File: config.mk
export PLATFORM = sky130hd
export DESIGN_NAME = hamming_secded_block_codec
export DESIGN_NICKNAME = d
export VERILOG_FILES = /design/src/design/hsc_pkg.sv /design/src/design/hsc_place.sv /design/src/design/hsc_syndrome.sv /design/src/design/hsc_resolve.sv /design/src/design/hamming_secded_block_codec.sv
export VERILOG_INCLUDE_DIRS = /design/src /design/src/design
export SDC_FILE = /design/constraint.sdc
export NUM_CORES = 1
export LEC_CHECK = 0
export ABC_AREA = 1
export BUFFER_PORTS_ARGS = -buffer_cell sky130_fd_sc_hd__clkbuf_2
export CORE_UTILIZATION = 45
export CTS_CLUSTER_DIAMETER = 120
export DETAILED_ROUTE_END_ITERATION = 8
export PLACE_DENSITY = 0.72
export SLEW_MARGIN = 10
export SYNTH_ARGS = -nofsm -noshare
export SYNTH_HDL_FRONTEND = slang
export SYNTH_SLANG_ARGS = --single-unit
File: constraint.sdc
create_clock -name clk_i -period 6.3 [get_ports clk_i]
set_input_delay 0.63 -clock clk_i [delete_from_list [all_inputs] [get_ports clk_i]]
set_output_delay 0.63 -clock clk_i [all_outputs]
set_load 0.05 [all_outputs]
File: src/design/hamming_secded_block_codec_macros.svh
// Assertion macros used by the codec top module.
// Each macro expects clk_i and rst_ni in the scope where it is used.
`ifndef HAMMING_SECDED_BLOCK_CODEC_MACROS_SVH
`define HAMMING_SECDED_BLOCK_CODEC_MACROS_SVH

// Overlapping implication, checked outside reset.
`define HSC_ASSERT_IMPL(name, ante, cons) \
  name: assert property (@(posedge clk_i) disable iff (!rst_ni) (ante) |-> (cons)) \
    else $error("codec assertion failed");

// Non-overlapping implication, checked outside reset.
`define HSC_ASSERT_NEXT(name, ante, cons) \
  name: assert property (@(posedge clk_i) disable iff (!rst_ni) (ante) |=> (cons)) \
    else $error("codec assertion failed");

`endif

File: src/design/hsc_pkg.sv
package hsc_pkg;

  localparam int CODE_W = 64;
  localparam int SYN_W  = 6;
  localparam int CNT_W  = 7;

  // Input command codes.
  localparam logic CMD_ENCODE = 1'b0;
  localparam logic CMD_DECODE = 1'b1;

  typedef enum logic [1:0] {
    ST_CLEAN  = 2'd0,
    ST_SINGLE = 2'd1,
    ST_DOUBLE = 2'd2,
    ST_RANGE  = 2'd3
  } status_e;

  // Word after the placement stage.
  typedef struct packed {
    logic              cmd;
    logic [CODE_W-1:0] cw;
  } place_t;

  // Word after the syndrome stage.
  typedef struct packed {
    logic              cmd;
    logic [CODE_W-1:0] cw;
    logic [SYN_W-1:0]  syn;
    logic              par;
  } synd_t;

  function automatic logic is_pow2(input logic [SYN_W-1:0] p);
    return (p != '0) && ((p & (p - 6'd1)) == '0);
  endfunction

  // Data bit index carried by a non-power-of-two codeword position.
  // Position zero and every power of two below p are skipped.
  function automatic logic [SYN_W-1:0] data_index(input logic [SYN_W-1:0] p);
    logic [SYN_W-1:0] cnt;
    cnt = '0;
    for (int i = 0; i < SYN_W; i++) begin
      if (p >= (6'd1 << i)) begin
        cnt = cnt + 6'd1;
      end
    end
    return p - cnt - 6'd1;
  endfunction

  // Positions whose index has a given bit set.
  function automatic logic [CODE_W-1:0] pos_mask(input int bitno);
    logic [CODE_W-1:0] m;
    m = '0;
    for (int p = 0; p < CODE_W; p++) begin
      m[p] = p[bitno];
    end
    return m;
  endfunction

  // Least r, at least 1, with 2^r >= k + r + 1.
  function automatic logic [2:0] parity_count(input logic [SYN_W-1:0] k);
    logic [2:0] r;
    r = 3'd7;
    for (int i = 7; i >= 1; i--) begin
      if ((8'd1 << i) >= ({2'b00, k} + 8'(i) + 8'd1)) begin
        r = 3'(i);
      end
    end
    return r;
  endfunction

  // Largest block size whose codeword fits into m bits.
  function automatic int max_data_bits(input int m);
    int kmax;
    kmax = 1;
    for (int t = 1; t < 64; t++) begin
      if (t + int'(parity_count(6'(t))) + 1 <= m) begin
        kmax = t;
      end
    end
    return kmax;
  endfunction

endpackage

File: src/design/hsc_place.sv
module hsc_place (
  input  logic                          clk_i,
  input  logic                          rst_ni,
  input  logic                          valid_i,
  input  logic                          cmd_i,
  input  logic [hsc_pkg::CODE_W-1:0]    word_i,
  input  logic [hsc_pkg::CODE_W-1:0]    mask_i,
  output logic                          valid_o,
  output hsc_pkg::place_t               place_o
);
  import hsc_pkg::*;

  logic [CODE_W-1:0] scat;
  place_t            place_d, place_q;
  logic              valid_q;

  // Spread data bits over the positions that are not powers of two.
  always_comb begin
    scat = '0;
    for (int p = 1; p < CODE_W; p++) begin
      if (!is_pow2(6'(p))) begin
        scat[p] = word_i[data_index(6'(p))];
      end
    end
  end

  // Decode keeps the codeword as is; both are cut to the block length.
  always_comb begin
    place_d.cmd = cmd_i;
    place_d.cw  = (cmd_i == CMD_DECODE) ? (word_i & mask_i) : (scat & mask_i);
  end

  always_ff @(posedge clk_i or negedge rst_ni) begin
    if (!rst_ni) begin
      valid_q <= 1'b0;
    end else begin
      valid_q <= valid_i;
    end
  end

  always_ff @(posedge clk_i) begin
    place_q <= place_d;
  end

  assign valid_o = valid_q;
  assign place_o = place_q;

endmodule

File: src/design/hsc_syndrome.sv
module hsc_syndrome (
  input  logic            clk_i,
  input  logic            rst_ni,
  input  logic            valid_i,
  input  hsc_pkg::place_t place_i,
  output logic            valid_o,
  output hsc_pkg::synd_t  synd_o
);
  import hsc_pkg::*;

  synd_t synd_d, synd_q;
  logic  valid_q;

  // One parity tree per syndrome bit, plus the overall parity.
  always_comb begin
    synd_d.cmd = place_i.cmd;
    synd_d.cw  = place_i.cw;
    for (int i = 0; i < SYN_W; i++) begin
      synd_d.syn[i] = ^(place_i.cw & pos_mask(i));
    end
    synd_d.par = ^place_i.cw;
  end

  always_ff @(posedge clk_i or negedge rst_ni) begin
    if (!rst_ni) begin
      valid_q <= 1'b0;
    end else begin
      valid_q <= valid_i;
    end
  end

  always_ff @(posedge clk_i) begin
    synd_q <= synd_d;
  end

  assign valid_o = valid_q;
  assign synd_o  = synd_q;

endmodule

File: src/design/hsc_resolve.sv
module hsc_resolve (
  input  logic                          clk_i,
  input  logic                          rst_ni,
  input  logic                          valid_i,
  input  hsc_pkg::synd_t                synd_i,
  input  logic [hsc_pkg::CNT_W-1:0]     code_len_i,
  output logic                          valid_o,
  output logic [hsc_pkg::CODE_W-1:0]    word_o,
  output logic [1:0]                    status_o,
  output logic [hsc_pkg::SYN_W-1:0]     epos_o
);
  import hsc_pkg::*;

  logic [CODE_W-1:0] enc_cw;
  logic [CODE_W-1:0] fix_cw;
  logic [CODE_W-1:0] data;
  status_e           st;
  logic [SYN_W-1:0]  epos;
  logic              flip;
  logic [CODE_W-1:0] word_d, word_q;
  logic [1:0]        status_q;
  logic [SYN_W-1:0]  epos_q;
  logic              valid_q;

  // Encode: drop the check bits into place and close the overall parity.
  always_comb begin
    enc_cw = synd_i.cw;
    for (int i = 0; i < SYN_W; i++) begin
      enc_cw[1 << i] = synd_i.syn[i];
    end
    enc_cw[0] = synd_i.par ^ (^synd_i.syn);
  end

  // Decode: classify the error from syndrome and overall parity.
  always_comb begin
    st   = ST_CLEAN;
    epos = '0;
    flip = 1'b0;
    if (synd_i.syn == '0) begin
      st = synd_i.par ? ST_SINGLE : ST_CLEAN;
    end else if (!synd_i.par) begin
      st   = ST_DOUBLE;
      epos = synd_i.syn;
    end else if ({1'b0, synd_i.syn} >= code_len_i) begin
      st   = ST_RANGE;
      epos = synd_i.syn;
    end else begin
      st   = ST_SINGLE;
      epos = synd_i.syn;
      flip = 1'b1;
    end
  end

  // Correct the flagged bit and pull the data bits back out.
  always_comb begin
    fix_cw = synd_i.cw;
    if (flip) begin
      fix_cw[synd_i.syn] = ~synd_i.cw[synd_i.syn];
    end
    data = '0;
    for (int p = 1; p < CODE_W; p++) begin
      if (!is_pow2(6'(p))) begin
        data[data_index(6'(p))] = fix_cw[p];
      end
    end
  end

  assign word_d = (synd_i.cmd == CMD_DECODE) ? data : enc_cw;

  always_ff @(posedge clk_i or negedge rst_ni) begin
    if (!rst_ni) begin
      valid_q <= 1'b0;
    end else begin
      valid_q <= valid_i;
    end
  end

  always_ff @(posedge clk_i) begin
    word_q   <= word_d;
    status_q <= (synd_i.cmd == CMD_DECODE) ? st : ST_CLEAN;
    epos_q   <= (synd_i.cmd == CMD_DECODE) ? epos : '0;
  end

  assign valid_o  = valid_q;
  assign word_o   = word_q;
  assign status_o = status_q;
  assign epos_o   = epos_q;

endmodule

File: src/design/hamming_secded_block_codec.sv
// Extended Hamming SECDED codec with a configurable block size.
// Command channel: a word is taken on each rising edge with start high and
// busy low; cmd_i selects encode (data bits in word_in_i) or decode (codeword
// positions in word_in_i). busy stays low, so a word can enter every cycle.
// Result channel: result_valid_o is high for one cycle while word_out_o,
// status_o and error_position_o hold the result; the receiver cannot stall,
// so every result is taken in that cycle.
// Throughput is one word per cycle. The three register stages are bit
// placement, the syndrome parity trees, and correction with data extraction.
// Configuration: cfg_data_i sets the data bits per block when cfg_valid_i
// and cfg_ready_o are high; cfg_ready_o is always high. Zero acts as one and
// sizes that overflow MAX_CODE_BITS clamp to the largest fitting size.
// Write it only while no word is in flight.
// Reset clears the pipeline valid bits, drops words in flight, and sets
// the block size to eight data bits.
module hamming_secded_block_codec #(
  parameter int MAX_CODE_BITS = 64
) (
  input  logic                       clk_i,
  input  logic                       rst_ni,
  input  logic                       start,
  output logic                       busy,
  input  logic                       cmd_i,
  input  logic [hsc_pkg::CODE_W-1:0] word_in_i,
  output logic                       result_valid_o,
  output logic [hsc_pkg::CODE_W-1:0] word_out_o,
  output logic [1:0]                 status_o,
  output logic [hsc_pkg::SYN_W-1:0]  error_position_o,
  input  logic                       cfg_valid_i,
  output logic                       cfg_ready_o,
  input  logic [hsc_pkg::SYN_W-1:0]  cfg_data_i
);
  import hsc_pkg::*;

  localparam int               KMAX   = max_data_bits(MAX_CODE_BITS);
  localparam logic [SYN_W-1:0] KMAX_K = SYN_W'(KMAX);

  logic [SYN_W-1:0]  data_bits_q;
  logic [SYN_W-1:0]  k_eff;
  logic [CNT_W-1:0]  code_len;
  logic [CODE_W-1:0] mask;
  logic              s1_valid, s2_valid;
  place_t            s1;
  synd_t             s2;

  // Block size register.
  always_ff @(posedge clk_i or negedge rst_ni) begin
    if (!rst_ni) begin
      data_bits_q <= 6'd8;
    end else if (cfg_valid_i && cfg_ready_o) begin
      data_bits_q <= cfg_data_i;
    end
  end

  // Effective block size, codeword length and position mask.
  always_comb begin
    if (data_bits_q == '0) begin
      k_eff = 6'd1;
    end else if (data_bits_q > KMAX_K) begin
      k_eff = KMAX_K;
    end else begin
      k_eff = data_bits_q;
    end
    code_len = {1'b0, k_eff} + {4'b0000, parity_count(k_eff)} + 7'd1;
    mask     = code_len[6] ? '1 : ((64'd1 << code_len[5:0]) - 64'd1);
  end

  assign busy        = 1'b0;
  assign cfg_ready_o = 1'b1;

  hsc_place u_place (
    .clk_i   (clk_i),
    .rst_ni  (rst_ni),
    .valid_i (start && !busy),
    .cmd_i   (cmd_i),
    .word_i  (word_in_i),
    .mask_i  (mask),
    .valid_o (s1_valid),
    .place_o (s1)
  );

  hsc_syndrome u_syndrome (
    .clk_i   (clk_i),
    .rst_ni  (rst_ni),
    .valid_i (s1_valid),
    .place_i (s1),
    .valid_o (s2_valid),
    .synd_o  (s2)
  );

  hsc_resolve u_resolve (
    .clk_i      (clk_i),
    .rst_ni     (rst_ni),
    .valid_i    (s2_valid),
    .synd_i     (s2),
    .code_len_i (code_len),
    .valid_o    (result_valid_o),
    .word_o     (word_out_o),
    .status_o   (status_o),
    .epos_o     (error_position_o)
  );

`include "hamming_secded_block_codec_macros.svh"

  // Every accepted word yields its result after the placement, syndrome and resolve registers.
  `HSC_ASSERT_IMPL(a_latency, start && !busy, ##3 result_valid_o)
  // No result appears without an accepted word behind it.
  `HSC_ASSERT_IMPL(a_no_spurious, result_valid_o, $past(start && !busy, 3))
  // An encoded word always reports a clean status and no position.
  `HSC_ASSERT_IMPL(a_enc_clean, start && !busy && cmd_i == CMD_ENCODE, ##3 (status_o == ST_CLEAN && error_position_o == '0))
  // The codeword length never exceeds the configured maximum.
  `HSC_ASSERT_NEXT(a_len_fits, 1'b1, code_len <= CNT_W'(MAX_CODE_BITS))

endmodule

### Word-level counts from Yosys, hierarchy flattened

Index checks and enable logic that the tools add are counted.

* add/subtract/negate cells: 15
* magnitude comparators: 10
* shifts and indexed selects: 1
* multiplexer cells: 24
* bitwise gates (word level): 5
* reductions and logical operators: 12

Operators with widths (count)
* $reduce_xor 64->1: 7
* $mux 64: 3
* $and 64x64->64: 2
* $bwmux 64: 1
* $shl 1x6->64 const A: 1
* $sub 64x1->64 const B: 1
* $mux 57: 1
* $add 7x1->8 const B: 6
* $add 6x3->7 const B: 3
* $mux 3: 5
* $add 6x2->7 const B: 2
* $logic_not 6->1: 2
* $mux 6: 2
* $ge 2x8->1 const A: 1
* $ge 3x8->1 const A: 1
* $ge 4x8->1 const A: 1
* $ge 5x8->1 const A: 1
* $ge 6x8->1 const A: 1
* $ge 7x8->1 const A: 1
* $add 6x1->7 const B: 1
* $add 6x3->7: 1
* $add 7x1->7 const B: 1
* $ge 6x7->1: 1
* $lt 6x7->1 const B: 1
* other kinds (11): 20

* register bits after elaboration: 218
* input bits: 75
* output and inout bits: 75

### Longest topological paths before layout

* word-level depth: 20
* gate-level depth with buffers: 39

### By module

Synthesis repeated with hierarchy kept, for this count alone.

* cell total of the unflattened synthesis: 2503
* area total of the unflattened synthesis: 14884.3 um2

Modules (own cells, without submodules)
* hsc_resolve: times used 1, cells an instance 803, area an instance 4735.8 um2
* hamming_secded_block_codec: times used 1, cells an instance 854, area an instance 4010.1 um2
* hsc_syndrome: times used 1, cells an instance 582, area an instance 3890.0 um2
* hsc_place: times used 1, cells an instance 264, area an instance 2248.4 um2

### Least setup slack after synthesis

OpenSTA, ideal clock, no wires.

* kind: register to register
* from: register data_bits_q[3]
* to: register u_place.place_q (netlist bit u_place.place_o[40])
* library setup time: 0.109 ns
* arrival time: 4.533 ns
* required time: 6.191 ns
* slack: 1.658 ns
* stages on the path, launching flop included: 31
* path buffers: 0
* clock period less this slack: 4.642 ns
* cells stage by stage: dfstp_2 > clkinv_1 > nor2_1 > inv_1 > nand2_1 > inv_1 > ha_1 > a221oi_1 > nand2_1 > a211oi_1 > a21oi_1 > ha_1 > inv_1 > fa_1 > inv_1 > nand3_1 > inv_1 > nand3_2 > nor2_1 > inv_1 > ha_1 > nand2_1 > nor2_1 > nand2_1 > nor2_2 > nand2_1 > inv_2 > nand3_1 > nand3_1 > nand2_1 > inv_1

RTL lines
* from (decl): RTL line hamming_secded_block_codec.sv:38 `logic [SYN_W-1:0] data_bits_q;`
* from (signal assigned): RTL line hamming_secded_block_codec.sv:51 `data_bits_q <= cfg_data_i;`
* to (signal assigned): RTL line hsc_place.sv:42 `place_q <= place_d;`
* to (decl): RTL line hsc_place.sv:14 `place_t place_d, place_q;`

==> impl_metrics.py <==
metrics = {
    "global_route": {
        "grt_max_degree": 81,
        "antenna_found_initial": 1,
        "grt_pass1_vias": 12100,
        "grt_overflow_total": 0,
        "gr-usage-all-layers_pct": 29.2,
        "grt_pass1_wl_microns": 66200,
    },
    "yosys": {
        "seq_area_frac_synth_pct": 34.2,
        "synthTopCellsByArea": "dfxtp_1 32%, nand2_1 14%, nand3_1 9.5%",
        "synth_largest_area_cell": "dfxtp_1",
        "synth-seq-cells": 218,
        "synth_edf_count": 0,
        "ys_types": 47,
        "ys_warn_count": 0,
        "netlist_area_sq_mm": 0.0129,
        "dominantRegCellSynth": "dfxtp_1",
        "async_flop_share_pct": 4.13,
        "netlist_instances": 1933,
        "yosysTopAreaCellShare_pct": 32.4,
        "syn_avg_cell_area_sq_um": 6.68,
        "synth_nets": 2030,
    },
    "timing": {
        "finalSetupViolCount": 0,
        "slew_headroom_pct": 32.8,
        "period_share_pct": 91.9,
        "max_freq_mhz": 173,
        "finalHoldViolations": 0,
        "tightestPinTransition_ns": 1.00,
        "drv_slew": 0,
        "rsz0062_at_grt": "yes",
        "setup-tns-final_ns": 0,
        "clock_skew_ns": 0.0265,
        "finalCriticalPeriod_ns": 5.79,
    },
    "finish": {
        "drive_above_1_share_pct": 13.6,
        "synthToLayoutAreaGrowth_pct": 12.9,
        "nets": 2133,
        "fin_cells": 2430,
        "fin_area_sq_mm": 0.0146,
        "final_util_pct": 52.1,
    },
    "detailed_routing": {
        "first_iter_violations": 1496,
        "dr.pass1.iters": 6,
        "drc": 0,
        "detail_route.wl_per_cell_microns": 17.8,
        "postRouteAntennaNets": 0,
        "wirelength_microns": 43100,
        "post_drt_via_cell_ratio": 5.40,
        "vias": 13100,
    },
    "min_path": {
        "worst_hold_path_type": "input pin to flip-flop",
    },
    "setup_path": {
        "cp.arrival_ns": 6.18,
        "critPathLaunchType": "flip-flop",
        "path_delay_family": "simple AND/OR/NAND/NOR gates",
        "worst_path_most_repeated_cell": "nand2_1",
        "crit_required_ns": 6.70,
        "critical_path.max_fanout": 33,
        "end_kind": "flip-flop",
        "critPathKind": "flip-flop to flip-flop",
        "max_stage_delay_ns": 0.72,
        "critPathBufInv": 8,
        "crit_slowest_cell": "dfstp_4",
    },
    "floorplan": {
        "row_count": 61,
        "dieArea_sq_mm": 0.0294,
        "die_y_microns": 171,
        "core_area_sq_mm": 0.0280,
        "ioPinCount": 150,
        "die_x_microns": 171,
        "initial_utilization_pct": 46.1,
    },
    "placed_design": {
        "dp_hpwl_microns": 33800,
        "gp_congestion": 0.989,
        "portBuffers": 147,
        "place_area_sq_mm": 0.0138,
        "dp.cells": 2389,
    },
    "clock_tree": {
        "clk_pin_slew_worst_paths_ns": 0.06,
        "root_buffer": "clkbuf_16",
        "clock_latency_ns": 0.52,
        "cts_max_level": 1,
        "cts_buffers": 22,
        "post_cts_buffers": 0,
        "cts.sinks": 218,
        "cts_max_path_buffers": 3,
        "cts_tree": "yes",
    },
    "power": {
        "ir_drop_mv": 0.362,
        "powerDensity_mw_per_mm2": 708,
        "p_leak_nw": 7.26,
    },
    "run": {
        "max_cap_viol_count": 0,
    },
    "outcome": {
        "status": "completed",
    },
}
[cells in the final DEF, fill, tap and decap left out, types with 22 or more instances in the layout]
cell and count:
dfxtp_1 208, o21ai_0 94, a21oi_1 66, nand3_2 22, xnor2_1 105, clkbuf_16 23, clkbuf_2 147, nor2_2 25
nor2_1 261, nand2_1 465, xor2_1 24, inv_1 169, nand3_1 246
[repair_timing]
action                                 4_1_cts  5_1_grt
gates resized for setup                      0        5
endpoints found under the hold margin        8        0
hold buffers                                 1        0
setup endpoints to repair                    0       71
[flip-flops by register name, summed over array words and instances, names as in the netlist]
register	cells
u_resolve.valid_o	1
u_syndrome.synd_o	72
u_resolve.epos_o	6
u_place.place_o	65
data_bits_q	6
u_resolve.word_o	64
u_syndrome.valid_o	1
u_resolve.status_o	2
u_place.valid_o	1
[per-stage QoR]
step	power [mW]	hold WS [ns]	worst slack, ns
after floorplan	7.37	0.310	1.66
after global placement	8.85	0.311	0.555
after detailed placement	8.91	0.315	0.342
after CTS	10.3	0.241	0.337
after global routing	11.1	0.243	-0.0143
final	10.3	0.245	0.513
[power breakdown]
group	switching, mW	total [mW]	internal (mW)
registers	0.427	2.41	1.98
clock network	0.548	1.35	0.799
logic	4.23	6.57	2.33
total	5.21	10.3	5.12
[worst reg2reg max path, delay by kind of cell (launching register included)]
family	cells	cell delay, ns
flip-flops	1	0.72
buffers and inverters	8	1.02
AO/OA/AOI/OAI	4	0.51
adder cells (fa/ha/maj)	4	1.07
AND/OR/NAND/NOR	20	2.40
[layout make-up]
| cell class | instances | area [sq um] |
|---|---|---|
| sequential | 218 | 4420 |
| clock inverter | 11 | 120 |
| multi-input combinational | 1448 | 7380 |
| antenna | 1 | 2.50 |
| fill | 2878 | 13400 |
| timing repair buffer | 163 | 871 |
| tap | 378 | 473 |
| inverter | 183 | 691 |
| clock buffer | 28 | 634 |
[per-layer routing]
| layer | vias up | routed length [microns] | track usage, % |
|---|---|---|---|
| met5 | - | 0 | 0 |
| met4 | 0 | 1930 | 13.0 |
| met3 | 140 | 3080 | 4.03 |
| met2 | 615 | 19800 | 48.1 |
| met1 | 5978 | 18400 | 37.9 |
| li1 | 6392 | - | - |
[Yosys cell counts, types with 4 or more instances]
library cell and n:
nand2_1 466, nor2_1 263, nand3_1 246, dfxtp_1 209, inv_1 169, xnor2_1 105, o21ai_0 94, a21oi_1 66
clkbuf_1 33, nor2_2 24, xor2_1 24, nand3_2 22, ha_1 21, buf_2 20, o21bai_1 20, o22ai_1 17
buf_1 12, nand2_2 12, nand4_1 11, buf_4 10, dfrtp_1 8, inv_2 8, buf_6 7, o21ai_1 7
clkinv_1 6, nor3_1 6, mux2i_1 5, nand3b_1 5, a211oi_1 4, nor2_4 4, o211ai_1 4
[worst paths after layout]
path / cells past startpoint / slack (ns) / startpoint / end
max in group asynchronous: 2 / 5.51 / rst_ni / data_bits_q[3]
setup reg to reg: 36 / 0.51 / data_bits_q[3] / u_place.place_o[44]
hold / removal: 1 / 0.25 / start / u_place.valid_o
setup / recovery: 36 / 0.51 / data_bits_q[3] / u_place.place_o[44]
hold reg to reg: 0 / 0.34 / u_place.place_o[64] / u_syndrome.synd_o[71]
min in group asynchronous: 2 / 0.52 / rst_ni / u_syndrome.valid_o
[logic make-up (layout without fill, tap and decap cells)]
family          Yosys count  in the layout  synth area share [%]
buf+inv                 267            385                  8.83
fa+ha+maj                22             22                  2.19
mux                       6              6                 0.475
other cells               2              3                0.0581
flops                   218            218                  34.2
simple gates           1063           1063                  35.8
xor+xnor                129            129                  8.75
compound gates          226            226                  9.78
(Power assumes the default switching activity.)
